$ cat config.mk
export PLATFORM = sky130hd
export DESIGN_NAME = alignment_to_cigar_encoder_flat
export DESIGN_NICKNAME = d
export VERILOG_FILES = /design/src/sv/a2c_pkg.sv /design/src/sv/a2c_if.sv /design/src/sv/alignment_to_cigar_encoder.sv /design/src/sv/a2c_core.sv /design/src/sv/a2c_outq.sv /design/src/flat_wrapper.sv
export SDC_FILE = /design/constraint.sdc
export NUM_CORES = 1
export LEC_CHECK = 0
export BUFFER_PORTS_ARGS = -buffer_cell sky130_fd_sc_hd__buf_4
export CELL_PAD_IN_SITES_DETAIL_PLACEMENT = 1
export CELL_PAD_IN_SITES_GLOBAL_PLACEMENT = 1
export CORE_UTILIZATION = 49
export CTS_CLUSTER_DIAMETER = 80
export DETAILED_ROUTE_END_ITERATION = 7
export GPL_TIMING_DRIVEN = 0
export PLACE_DENSITY_LB_ADDON = 0.1
export SLEW_MARGIN = 20
export SYNTH_ARGS = -nofsm -noshare
export SYNTH_HDL_FRONTEND = slang
export SYNTH_SLANG_ARGS = --single-unit
export TNS_END_PERCENT = 100
$ cat constraint.sdc
create_clock -name clk -period 7.81 [get_ports clk]
set_input_delay 1.1715 -clock clk [delete_from_list [all_inputs] [get_ports clk]]
set_output_delay 1.1715 -clock clk [all_outputs]
set_load 0.02 [all_outputs]
$ cat src/sv/a2c_pkg.sv
// Shared types and constants for the alignment to CIGAR encoder.
`default_nettype none
package a2c_pkg;

  localparam int LEN_BITS = 28;
  localparam int QDEPTH   = 4;
  localparam int QPTR_BITS = $clog2(QDEPTH);
  localparam int QCNT_BITS = $clog2(QDEPTH + 1);

  typedef enum logic [1:0] {
    OP_START  = 2'd0,
    OP_COLUMN = 2'd1,
    OP_FINISH = 2'd2
  } op_t;

  typedef enum logic [1:0] {
    KIND_M = 2'd0,
    KIND_I = 2'd1,
    KIND_D = 2'd2,
    KIND_S = 2'd3
  } kind_t;

  typedef struct packed {
    logic [LEN_BITS-1:0] run_length;
    kind_t               run_kind;
    logic                last;
    logic                gap_pair_error;
  } res_t;

  // Up to two results handed to the output queue in one cycle.
  typedef struct packed {
    logic [1:0] count;
    res_t       first;
    res_t       second;
  } push_t;

endpackage
`default_nettype wire

$ cat src/sv/a2c_if.sv
// Valid/ready channel interfaces for alignment items and CIGAR results.
`default_nettype none
interface a2c_in_if;
  logic        valid;
  logic        ready;
  logic [1:0]  op;
  logic [7:0]  query_byte;
  logic [7:0]  subject_byte;
  logic [27:0] query_offset;
  logic [27:0] query_end;
  logic [27:0] query_length;

  modport source (
    output valid, op, query_byte, subject_byte, query_offset, query_end, query_length,
    input  ready
  );
  modport sink (
    input  valid, op, query_byte, subject_byte, query_offset, query_end, query_length,
    output ready
  );
endinterface

interface a2c_out_if;
  logic        valid;
  logic        ready;
  logic [27:0] run_length;
  logic [1:0]  run_kind;
  logic        last;
  logic        gap_pair_error;

  modport source (
    output valid, run_length, run_kind, last, gap_pair_error,
    input  ready
  );
  modport sink (
    input  valid, run_length, run_kind, last, gap_pair_error,
    output ready
  );
endinterface
`default_nettype wire

$ cat src/sv/alignment_to_cigar_encoder.sv
// Top level of the alignment to CIGAR run-length encoder.
//
// Usage:
//   ingress carries one request per alignment step: op start (leading soft
//   clip from query_offset), op column (query_byte, subject_byte) or op
//   finish (flush the open run, trailing clip query_length - query_end).
//   egress carries CIGAR operations as run_length and run_kind
//   (M, I, D, S); last marks the final operation of an alignment and
//   gap_pair_error carries the sticky double-gap flag on that operation.
//   cfg_write/cfg_data set the gap byte (45 after reset); write only idle.
// Path: a request is registered in the input register, then its results enter
//   a four-entry queue, and egress delivers them from the queue head.
// Throughput: one request per cycle while the queue has room; columns yield
//   at most one result, a finish may yield two, which the queue absorbs.
// Reset: rst clears the open run, the error flag and the queue, and
//   restores the gap byte.
// Stall: with egress held, the queue fills; ingress ready drops once
//   fewer than two free slots remain and the registered request holds.
`default_nettype none
module alignment_to_cigar_encoder #(
  parameter int COUNT_BITS = 28
) (
  input  wire logic       clk,
  input  wire logic       rst,
  input  wire logic       cfg_write,
  input  wire logic [7:0] cfg_data,
  a2c_in_if.sink          ingress,
  a2c_out_if.source       egress
);

  // results handed from the step logic to the queue
  a2c_pkg::push_t push;
  logic           room;

  // step logic: input register, run state, result forming
  a2c_core #(
    .COUNT_BITS (COUNT_BITS)
  ) u_core (
    .clk       (clk),
    .rst       (rst),
    .cfg_write (cfg_write),
    .cfg_data  (cfg_data),
    .ingress   (ingress),
    .push      (push),
    .room      (room)
  );

  // result queue: decouple the two-result finish from the receiver
  a2c_outq u_outq (
    .clk    (clk),
    .rst    (rst),
    .push   (push),
    .room   (room),
    .egress (egress)
  );

endmodule
`default_nettype wire

$ cat src/sv/a2c_core.sv
// Input register, run tracking state and result formation.
`default_nettype none
module a2c_core #(
  parameter int COUNT_BITS = 28
) (
  input  wire logic          clk,
  input  wire logic          rst,
  input  wire logic          cfg_write,
  input  wire logic [7:0]    cfg_data,
  a2c_in_if.sink             ingress,
  output a2c_pkg::push_t     push,
  input  wire logic          room
);

  localparam int LB = a2c_pkg::LEN_BITS;
  localparam int CW = (COUNT_BITS < LB) ? COUNT_BITS : LB;
  localparam logic [LB-1:0] CNT_MAX = LB'((64'd1 << CW) - 64'd1);

  logic          in_valid;
  logic [1:0]    in_op;
  logic [7:0]    in_qbyte;
  logic [7:0]    in_sbyte;
  logic [LB-1:0] in_qoff;
  logic [LB-1:0] in_qend;
  logic [LB-1:0] in_qsize;

  logic [7:0]          gap_code;
  a2c_pkg::kind_t      open_kind, open_kind_next;
  logic [CW-1:0]       open_count, open_count_next;
  logic                run_open, run_open_next;
  logic                error_seen, error_seen_next;

  logic                fire;
  logic                q_gap, s_gap, tail;
  a2c_pkg::kind_t      col_kind;
  a2c_pkg::res_t       run_res, tail_res, empty_res;
  logic [LB-1:0]       tail_len;

  function automatic logic [LB-1:0] sat(input logic [LB-1:0] v);
    sat = (v > CNT_MAX) ? CNT_MAX : v;
  endfunction

  assign fire          = in_valid && room;
  assign ingress.ready = !in_valid || fire;

  always_ff @(posedge clk) begin
    if (rst) begin
      in_valid <= 1'b0;
    end else if (ingress.ready) begin
      in_valid <= ingress.valid;
    end
    if (ingress.ready && ingress.valid) begin
      in_op    <= ingress.op;
      in_qbyte <= ingress.query_byte;
      in_sbyte <= ingress.subject_byte;
      in_qoff  <= ingress.query_offset;
      in_qend  <= ingress.query_end;
      in_qsize <= ingress.query_length;
    end
  end

  always_ff @(posedge clk) begin
    if (rst) begin
      gap_code   <= 8'd45;
      open_kind  <= a2c_pkg::KIND_M;
      open_count <= '0;
      run_open   <= 1'b0;
      error_seen <= 1'b0;
    end else begin
      if (cfg_write) begin
        gap_code <= cfg_data;
      end
      open_kind  <= open_kind_next;
      open_count <= open_count_next;
      run_open   <= run_open_next;
      error_seen <= error_seen_next;
    end
  end

  assign q_gap    = (in_qbyte == gap_code);
  assign s_gap    = (in_sbyte == gap_code);
  assign col_kind = q_gap ? a2c_pkg::KIND_D : (s_gap ? a2c_pkg::KIND_I : a2c_pkg::KIND_M);
  assign tail     = (in_qend < in_qsize);
  assign tail_len = in_qsize - in_qend;

  always_comb begin
    run_res.run_length     = LB'(open_count);
    run_res.run_kind       = open_kind;
    run_res.last           = 1'b0;
    run_res.gap_pair_error = 1'b0;
    tail_res.run_length     = sat(tail_len);
    tail_res.run_kind       = a2c_pkg::KIND_S;
    tail_res.last           = 1'b1;
    tail_res.gap_pair_error = error_seen;
    empty_res.run_length     = '0;
    empty_res.run_kind       = a2c_pkg::KIND_M;
    empty_res.last           = 1'b1;
    empty_res.gap_pair_error = error_seen;
  end

  always_comb begin
    open_kind_next  = open_kind;
    open_count_next = open_count;
    run_open_next   = run_open;
    error_seen_next = error_seen;
    push            = '0;
    if (fire) begin
      unique case (in_op)
        a2c_pkg::OP_START: begin
          error_seen_next = 1'b0;
          run_open_next   = 1'b0;
          open_count_next = '0;
          open_kind_next  = a2c_pkg::KIND_M;
          if (in_qoff != '0) begin
            push.count                = 2'd1;
            push.first.run_length     = sat(in_qoff);
            push.first.run_kind       = a2c_pkg::KIND_S;
            push.first.last           = 1'b0;
            push.first.gap_pair_error = 1'b0;
          end
        end
        a2c_pkg::OP_COLUMN: begin
          if (q_gap && s_gap) begin
            // drop the column, remember the fault
            error_seen_next = 1'b1;
          end else if (run_open && open_kind == col_kind) begin
            if (open_count != '1) begin
              open_count_next = open_count + 1'b1;
            end
          end else begin
            if (run_open) begin
              push.count = 2'd1;
              push.first = run_res;
            end
            run_open_next   = 1'b1;
            open_kind_next  = col_kind;
            open_count_next = CW'(1);
          end
        end
        a2c_pkg::OP_FINISH: begin
          run_open_next   = 1'b0;
          open_count_next = '0;
          open_kind_next  = a2c_pkg::KIND_M;
          if (run_open) begin
            push.first                = run_res;
            push.first.last           = !tail;
            push.first.gap_pair_error = !tail && error_seen;
            push.second               = tail_res;
            push.count                = tail ? 2'd2 : 2'd1;
          end else begin
            push.first = tail ? tail_res : empty_res;
            push.count = 2'd1;
          end
        end
        default: begin
        end
      endcase
    end
  end

  a_col_no_double: assert property (@(posedge clk) disable iff (rst)
    (fire && in_op == a2c_pkg::OP_COLUMN) |-> (push.count != 2'd2))
    else $error("column produced two results");

  a_finish_closes: assert property (@(posedge clk) disable iff (rst)
    (fire && in_op == a2c_pkg::OP_FINISH) |=> !run_open)
    else $error("run still open after finish");

  a_start_clears: assert property (@(posedge clk) disable iff (rst)
    (fire && in_op == a2c_pkg::OP_START) |=> (!error_seen && !run_open))
    else $error("start left state behind");

  a_count_nonzero: assert property (@(posedge clk) disable iff (rst)
    run_open |-> (open_count != '0))
    else $error("open run with zero length");

endmodule
`default_nettype wire

$ cat src/sv/a2c_outq.sv
// Small result queue: takes up to two results a cycle, delivers one while egress is ready.
`default_nettype none
module a2c_outq (
  input  wire logic                      clk,
  input  wire logic                      rst,
  input  wire a2c_pkg::push_t            push,
  output logic                           room,
  a2c_out_if.source                      egress
);

  localparam int PW = a2c_pkg::QPTR_BITS;
  localparam int CN = a2c_pkg::QCNT_BITS;

  a2c_pkg::res_t  slots [a2c_pkg::QDEPTH];
  logic [PW-1:0]  wr_ptr, rd_ptr;
  logic [CN-1:0]  count, count_next;
  logic           pop;
  a2c_pkg::res_t  head;

  assign pop  = egress.valid && egress.ready;
  assign room = (count <= CN'(a2c_pkg::QDEPTH - 2));
  assign head = slots[rd_ptr];

  assign egress.valid          = (count != '0);
  assign egress.run_length     = head.run_length;
  assign egress.run_kind       = head.run_kind;
  assign egress.last           = head.last;
  assign egress.gap_pair_error = head.gap_pair_error;

  assign count_next = count + CN'(push.count) - CN'(pop);

  always_ff @(posedge clk) begin
    if (rst) begin
      wr_ptr <= '0;
      rd_ptr <= '0;
      count  <= '0;
    end else begin
      wr_ptr <= wr_ptr + PW'(push.count);
      rd_ptr <= rd_ptr + PW'(pop);
      count  <= count_next;
    end
    if (push.count != 2'd0) begin
      slots[wr_ptr] <= push.first;
    end
    if (push.count == 2'd2) begin
      slots[wr_ptr + PW'(1)] <= push.second;
    end
  end

  a_no_overflow: assert property (@(posedge clk) disable iff (rst)
    count <= CN'(a2c_pkg::QDEPTH))
    else $error("result queue overflow");

  a_push_has_room: assert property (@(posedge clk) disable iff (rst)
    (push.count != 2'd0) |-> room)
    else $error("push without room");

  a_count_track: assert property (@(posedge clk) disable iff (rst)
    1'b1 |=> (count == CN'($past(count) + CN'($past(push.count)) - CN'($past(pop)))))
    else $error("queue level mismatch");

endmodule
`default_nettype wire
$ cat src/flat_wrapper.sv
// flat-port wrapper written by rule: the top's interface ports become plain ports
module alignment_to_cigar_encoder_flat 
#(
  parameter int COUNT_BITS = 28
)
  (clk, rst, cfg_write, cfg_data, ingress_valid, ingress_op, ingress_query_byte, ingress_subject_byte, ingress_query_offset, ingress_query_end, ingress_query_length, ingress_ready, egress_valid, egress_run_length, egress_run_kind, egress_last, egress_gap_pair_error, egress_ready);
  a2c_in_if ingress_i ();
  a2c_out_if egress_i ();
  input  wire logic clk;
  input  wire logic rst;
  input  wire logic cfg_write;
  input  wire logic [7:0] cfg_data;
  input wire logic [$bits(ingress_i.valid)-1:0] ingress_valid;
  input wire logic [$bits(ingress_i.op)-1:0] ingress_op;
  input wire logic [$bits(ingress_i.query_byte)-1:0] ingress_query_byte;
  input wire logic [$bits(ingress_i.subject_byte)-1:0] ingress_subject_byte;
  input wire logic [$bits(ingress_i.query_offset)-1:0] ingress_query_offset;
  input wire logic [$bits(ingress_i.query_end)-1:0] ingress_query_end;
  input wire logic [$bits(ingress_i.query_length)-1:0] ingress_query_length;
  output wire logic [$bits(ingress_i.ready)-1:0] ingress_ready;
  output wire logic [$bits(egress_i.valid)-1:0] egress_valid;
  output wire logic [$bits(egress_i.run_length)-1:0] egress_run_length;
  output wire logic [$bits(egress_i.run_kind)-1:0] egress_run_kind;
  output wire logic [$bits(egress_i.last)-1:0] egress_last;
  output wire logic [$bits(egress_i.gap_pair_error)-1:0] egress_gap_pair_error;
  input wire logic [$bits(egress_i.ready)-1:0] egress_ready;
  assign ingress_i.valid = ingress_valid;
  assign ingress_i.op = ingress_op;
  assign ingress_i.query_byte = ingress_query_byte;
  assign ingress_i.subject_byte = ingress_subject_byte;
  assign ingress_i.query_offset = ingress_query_offset;
  assign ingress_i.query_end = ingress_query_end;
  assign ingress_i.query_length = ingress_query_length;
  assign ingress_ready = ingress_i.ready;
  assign egress_valid = egress_i.valid;
  assign egress_run_length = egress_i.run_length;
  assign egress_run_kind = egress_i.run_kind;
  assign egress_last = egress_i.last;
  assign egress_gap_pair_error = egress_i.gap_pair_error;
  assign egress_i.ready = egress_ready;
  alignment_to_cigar_encoder #(.COUNT_BITS(COUNT_BITS)) u_core (.clk(clk), .rst(rst), .cfg_write(cfg_write), .cfg_data(cfg_data), .ingress(ingress_i), .egress(egress_i));
endmodule
==> flow_summary.json, run 1 <==
{
  "ios": 149,
  "cts_root_buffer": "clkbuf_16",
  "rows": 61,
  "cp.arrival_ns": 4.67,
  "postCtsHoldBufs": 0,
  "cts_tree": "done",
  "slew_headroom_pct": 37.31,
  "core_area_mm2": 0.02793,
  "htreeDepth": 1,
  "crit_type": "reg -> reg",
  "synth-edff-count": 230,
  "post_cts_buffers": 0,
  "gp_congestion": 0.9658,
  "grt_pass1_wl_um": 63700,
  "synth_top_cells_by_area": "edfxtp_1 (49%), dfxtp_1 (6.9%), mux4_2 (5.1%)",
  "grt_pass1_vias": 11350,
  "diodes": 0,
  "rsz0062_at_grt": "no",
  "dp_hpwl_um": 31720,
  "yosysMostFrequentCell": "edfxtp_1",
  "grt_max_degree": 62,
  "num_vias": 10900,
  "first_iter_violations": 867,
  "start_util_pct": 50.21,
  "layout_setup_ws_ns": 3.410,
  "power.total_mw": 4.174,
  "cts_buffer_depth": 3,
  "p_comb_share_pct": 23.4,
  "yosys.cell_types.count": 74,
  "synthFlopType": "edfxtp_1",
  "grt_overflow": 0,
  "firstDrtPassIters": 6,
  "end_kind": "register",
  "fin_nets": 1552,
  "area_growth_pct": 19.61,
  "path_max_fanout": 10,
  "cts_sinks": 278,
  "synth.ff_latch_count": 278,
  "slew_viol_final": 0,
  "antenna_found_initial": 0,
  "synth_common_cells": "edfxtp_1 (230), a21oi_1 (119), nand2_1 (92)",
  "clkTransAtPathRegs_ns": 0.06,
  "routed_wl_um": 41760,
  "grt_use_total_pct": 29.00,
  "required_ns": 8.08,
  "yosys_warnings": 0,
  "finalCritPeriodShare_pct": 56.34,
  "sequentialPowerShare_pct": 41.6,
  "hp-class": "reg -> reg",
  "drv_cap": 0,
  "numCtsBuffers": 30,
  "finClkSkew_ns": 0.03072,
  "post-place-ws_ns": 3.466,
  "layout-drive-gt1-share_pct": 19.66,
  "cts_resized": 0,
  "wl_per_cell_um": 23.18,
  "fp.dieW_um": 171.2,
  "synthArstFlopShare_pct": 0,
  "tightest_slew_ns": 0.9285,
  "die_h_um": 171.2,
  "synthCells": 1211,
  "avgSynthCellArea_um2": 11.58,
  "p_switching_mw": 1.217,
  "ir_worst_vdd_uv": 184.4,
  "drc": 0,
  "hold_viol_final": 0,
  "synth.cell_area_mm2": 0.01403,
  "die_area_mm2": 0.02931,
  "yosysSeqAreaShare_pct": 56.09,
  "finalCriticalPeriod_ns": 4.400,
  "syn_nets": 1362,
  "p_int_mw": 2.958,
  "max_freq_mhz": 227.3,
  "status": "completed",
  "yosys.area.top_type": "edfxtp_1",
  "nFillCells": 2953,
  "switching_share_pct": 29.14,
  "fin_hold_ws_ns": 0.4895,
  "worstSkewPairLatency_ns": 0.58,
  "cp-start-kind": "register",
  "viasPerCell": 6.047,
  "yosys.area.top_type_share_pct": 49.24,
  "p_clk_share_pct": 35.0,
  "setup_viol": 0,
  "final.setup.tns_ns": 0,
  "leakage_nw": 6.211,
  "r2r_slack_ns": 3.41,
  "postRouteAntennaNets": 0,
  "io_buffers": 148,
  "power_density_mw_per_mm2": 248.8
}
==> cell usage in the layout, fill, tap and decap left out, types with 7 or more instances in the layout <==
master     count
nor4_1        13
a22oi_1        8
and2_1        14
nand4_1       14
mux4_2        32
o21bai_1       7
nand2_1       90
buf_4        155
edfxtp_1     230
nand3_1       28
o22ai_1       26
nor3_1        19
xnor2_1       29
clkbuf_1      46
and3_1        13
a21oi_1      119
a31oi_1        8
xor2_1        24
a22o_1         8
nor2b_1       19
buf_2         11
clkbuf_16     30
dfxtp_1       48
a221oi_1       8
nand2b_1       8
o211ai_1       8
ha_1          34
inv_1         51
or3_1         13
o21ai_0       57
nor2_1        91
a21o_1         8
mux2i_1       26
==> state kept, by name, summed over array words and instances, names as in the netlist, 3 cells and up <==
register,flops
u_core.u_core.in_sbyte,8
u_core.u_core.in_qsize,28
u_core.u_core.open_count,28
u_core.u_core.in_qbyte,8
u_core.u_outq.count,3
u_core.u_outq.slots,128
u_core.u_core.in_qend,28
u_core.u_core.gap_code,8
u_core.u_core.in_qoff,28
==> cell families (layout without fill, tap and decap cells) <==
kind of cell | after synthesis | in the layout | share of synthesized area [%]
AND/OR/NAND/NOR | 355 | 355 | 12.74
multiplexers | 58 | 58 | 6.993
adder cells (fa/ha/maj) | 36 | 36 | 3.318
flip-flops | 278 | 278 | 56.09
buffers and inverters | 113 | 326 | 3.247
XOR/XNOR | 53 | 53 | 3.309
AO/OA/AOI/OAI | 318 | 318 | 14.31
==> worst max-delay path, stage by stage, from the launching register on <==
cell	delay, ns
edfxtp_1	0.37
ha_1	0.23
fa_1	0.41
nand2b_1	0.19
a21oi_1	0.28
o21a_1	0.23
o21a_1	0.21
o21ai_2	0.15
buf_2	0.22
nor2_1	0.37
a211oi_1	0.15
nor3_2	0.74
buf_4	0.34
buf_4	0.22
==> routing by layer <==
layer | track usage, % | share of wire, %
met5 | 0 | 0
met4 | 10.05 | 3.6
met3 | 4.050 | 6.5
met2 | 51.41 | 51
met1 | 36.19 | 39
==> worst paths after layout <==
path / startpoint / end / cells after the start
setup reg to reg: u_core.u_core.in_qend[0] / u_core.u_outq.slots[1][20] / 13
hold reg to reg: u_core.u_core.open_kind[0] / u_core.u_core.open_kind[0] / 2
hold / removal: u_core.u_core.open_kind[0] / u_core.u_core.open_kind[0] / 2
setup / recovery: u_core.u_core.in_qend[0] / u_core.u_outq.slots[1][20] / 13
==> power groups by stage <==
stage | registers (mW) | logic, mW | clock network (mW)
after CTS | 1.74 | 0.977 | 1.48
final | 1.74 | 0.975 | 1.46
after detailed placement | 1.77 | 0.973 | 0
after global routing | 1.74 | 1.05 | 1.53
after global placement | 1.77 | 0.941 | 0
after floorplan | 1.75 | 0.614 | 0
==> per-stage QoR <==
step,std cells,instance area (um2),util (%)
2_1_floorplan,1211,14030,-
3_3_place_gp,1737,15610,55.89
3_5_place_dp,1747,15760,56.43
4_1_cts,1802,16780,60.06
5_1_grt,1802,16780,60.06
6_report,1802,16780,60.06
==> final cells by class <==
class	instances	area, um2	share of cell area, %
buffer	62	264.0	1.573
clock buffer	38	820.8	4.892
clock inverter	17	193.9	1.156
inverter	51	191.4	1.141
multi-input combinational	820	5722	34.10
sequential	278	7868	46.89
tap	378	473.0	2.819
timing repair buffer	158	1246	7.427
No activity file was read; power rests on OpenSTA's default activity.
==> inputs of run 2 (changes only) <==
--- a/config.mk
+++ b/config.mk
@@ -8,7 +8,7 @@
 export BUFFER_PORTS_ARGS = -buffer_cell sky130_fd_sc_hd__buf_4
 export CELL_PAD_IN_SITES_DETAIL_PLACEMENT = 1
 export CELL_PAD_IN_SITES_GLOBAL_PLACEMENT = 1
-export CORE_UTILIZATION = 49
+export CORE_UTILIZATION = 43
 export CTS_CLUSTER_DIAMETER = 80
 export DETAILED_ROUTE_END_ITERATION = 7
 export GPL_TIMING_DRIVEN = 0
==> constraint.sdc (replaced) <==
create_clock -name clk -period 3.8 [get_ports clk]
set_input_delay 0.57 -clock clk [delete_from_list [all_inputs] [get_ports clk]]
set_output_delay 0.57 -clock clk [all_outputs]
set_load 0.02 [all_outputs]
==> run 2 against run 1 <==
Against the previous run:
- first-iteration DRC count shrank 18%
- worst setup slack lost 3.2 ns
- count of clock-buffer cells in the layout grew 2
- global-route usage shrank 3.2 points
- design area grew 2.0%
- largest cell class unchanged
- largest power group unchanged
- utilization shrank 6.3 points
- total power grew 110%
==> flow_summary.json, run 2 (synthesis results as in run 1) <==
{
  "path_max_fanout": 10,
  "die_area_mm2": 0.03335,
  "r2r_slack_ns": 0.22,
  "slew_viol_final": 0,
  "cp-start-kind": "register",
  "final.setup.tns_ns": 0,
  "drc": 0,
  "layout-drive-gt1-share_pct": 21.38,
  "viasPerCell": 5.724,
  "end_kind": "register",
  "htreeDepth": 2,
  "tightest_slew_ns": 0.9636,
  "setup_viol": 0,
  "gp_congestion": 0.8947,
  "postRouteAntennaNets": 0,
  "rsz0062_at_grt": "no",
  "r2r-start": "u_core.u_core.in_qend[0]",
  "grt_pass1_wl_um": 64960,
  "grt_pass1_vias": 11220,
  "cts_sinks": 278,
  "postCtsHoldBufs": 0,
  "reg2reg_to": "u_core.u_outq.count[2]",
  "hp-class": "in -> reg",
  "firstDrtPassIters": 7,
  "cts_buffer_depth": 3,
  "multiInputGateArea_mm2": 0.005867,
  "num_vias": 10680,
  "rows": 65,
  "fin_nets": 1557,
  "cts_tree": "done",
  "numCtsBuffers": 34,
  "finalCriticalPeriod_ns": 3.580,
  "grt_overflow": 0,
  "ir_worst_vdd_uv": 325.5,
  "worstSkewPairLatency_ns": 0.51,
  "final_common_cell": "edfxtp_1",
  "routed_wl_um": 42520,
  "clkTransAtPathRegs_ns": 0.06,
  "ios": 149,
  "start_util_pct": 44.11,
  "finClkSkew_ns": 0.02157,
  "cts_root_buffer": "clkbuf_16",
  "setup.worst_path.start": "u_core.u_core.in_qend[0]",
  "io_buffers": 148,
  "max_freq_mhz": 279.3,
  "cp.arrival_ns": 3.95,
  "min_to": "u_core.u_core.in_qoff[1]",
  "status": "completed",
  "first_iter_violations": 709,
  "area_growth_pct": 21.98,
  "whs_path_depth": 1,
  "slew_headroom_pct": 35.63,
  "regMostFlops": "u_core.u_outq.slots",
  "nFillCells": 3349,
  "die_h_um": 182.6,
  "crit_type": "reg -> reg",
  "hp-start": "ingress_query_offset[1]",
  "grt_use_total_pct": 25.85,
  "wl_per_cell_um": 22.79,
  "antenna_found_initial": 0,
  "power_density_mw_per_mm2": 513.3,
  "seq_area_mm2": 0.007868,
  "fin_hold_ws_ns": 0.2340,
  "core_area_mm2": 0.03180,
  "dp_hpwl_um": 31940,
  "finalCritPeriodShare_pct": 94.21,
  "grt_max_degree": 61,
  "diodes": 0,
  "leakage_nw": 6.317,
  "hold_viol_final": 0,
  "r2r_cells": 15,
  "required_ns": 4.17,
  "final_cell_mix": "edfxtp_1 (230), buf_4 (153), a21oi_1 (116)",
  "drv_cap": 0,
  "largest_reg_flops": 128,
  "fp.dieW_um": 182.6
}
==> run 2: worst max-delay path, cell delays in order, from the launching register on <==
cell and delay (ns):
edfxtp_1 0.39, ha_1 0.25, fa_2 0.36, nand2b_1 0.19, a21oi_2 0.18, o21a_1 0.18
o21a_2 0.20, o21ai_2 0.16, buf_2 0.24, nor2_4 0.25, inv_1 0.07, ha_1 0.27
inv_1 0.05, fa_1 0.43, xnor2_1 0.17, nor2_1 0.05
==> run 2: worst max-delay path by stage <==
stage,to,slack [ns],cells after the start
after floorplan,u_core.u_core.in_op[0],0.1,3
after global placement,u_core.u_outq.slots[2][27],-1.29,10
after detailed placement,u_core.u_outq.slots[0][20],-0.55,12
after CTS,u_core.u_outq.count[1],0.0002,15
after global routing,u_core.u_outq.slots[0][21],0.004,9
final,u_core.u_outq.count[2],0.22,15
==> run 2: per-layer routing <==
| metal | track usage, % | share of wire (%) | vias to the layer above |
|---|---|---|---|
| li1 | - | - | 4982 |
| met1 | 33.15 | 41 | 5280 |
| met2 | 44.41 | 49 | 343 |
| met3 | 4.510 | 6.5 | 76 |
| met4 | 8.067 | 2.7 | 0 |
| met5 | 0 | 0 | - |
==> run 2: area by class of cell <==
| cell class | count | area share (%) |
|---|---|---|
| inverter | 51 | 1.119 |
| clock inverter | 21 | 1.075 |
| multi-input combinational | 820 | 34.29 |
| tap | 435 | 3.181 |
| buffer | 60 | 1.528 |
| timing repair buffer | 161 | 7.598 |
| sequential | 278 | 45.98 |
| clock buffer | 40 | 5.229 |
==> run 2: report_power, final <==
part	internal (mW)	leakage (nW)	total [mW]	switching [mW]
clock	1.89	0.529	3.17	1.28
combinational	0.825	3.19	2.04	1.22
sequential	3.48	2.59	3.57	0.0850
==> run 2: through the flow <==
| step | total power [mW] | instances | cell area (um2) | utilization, % | setup WS (ns) |
|---|---|---|---|---|---|
| after floorplan | 4.870 | 1211 | 14050 | - | 0.09576 |
| after global placement | 5.604 | 1794 | 15710 | 49.39 | -1.291 |
| after detailed placement | 5.640 | 1802 | 15860 | 49.89 | -0.5529 |
| after CTS | 8.828 | 1865 | 17030 | 53.56 | 0.0001794 |
| after global routing | 9.111 | 1866 | 17110 | 53.81 | 0.004207 |
| final | 8.784 | 1866 | 17110 | 53.81 | 0.2199 |
==> run 2: timing repair <==
| action | 4_1_cts | 5_1_grt |
|---|---|---|
| buffers inserted | 2 | 3 |
| endpoints found under the hold margin | 0 | 0 |
| pin swaps | 1 | 6 |
| gates resized for setup | 15 | 15 |
| endpoints found under the setup margin | 198 | 123 |
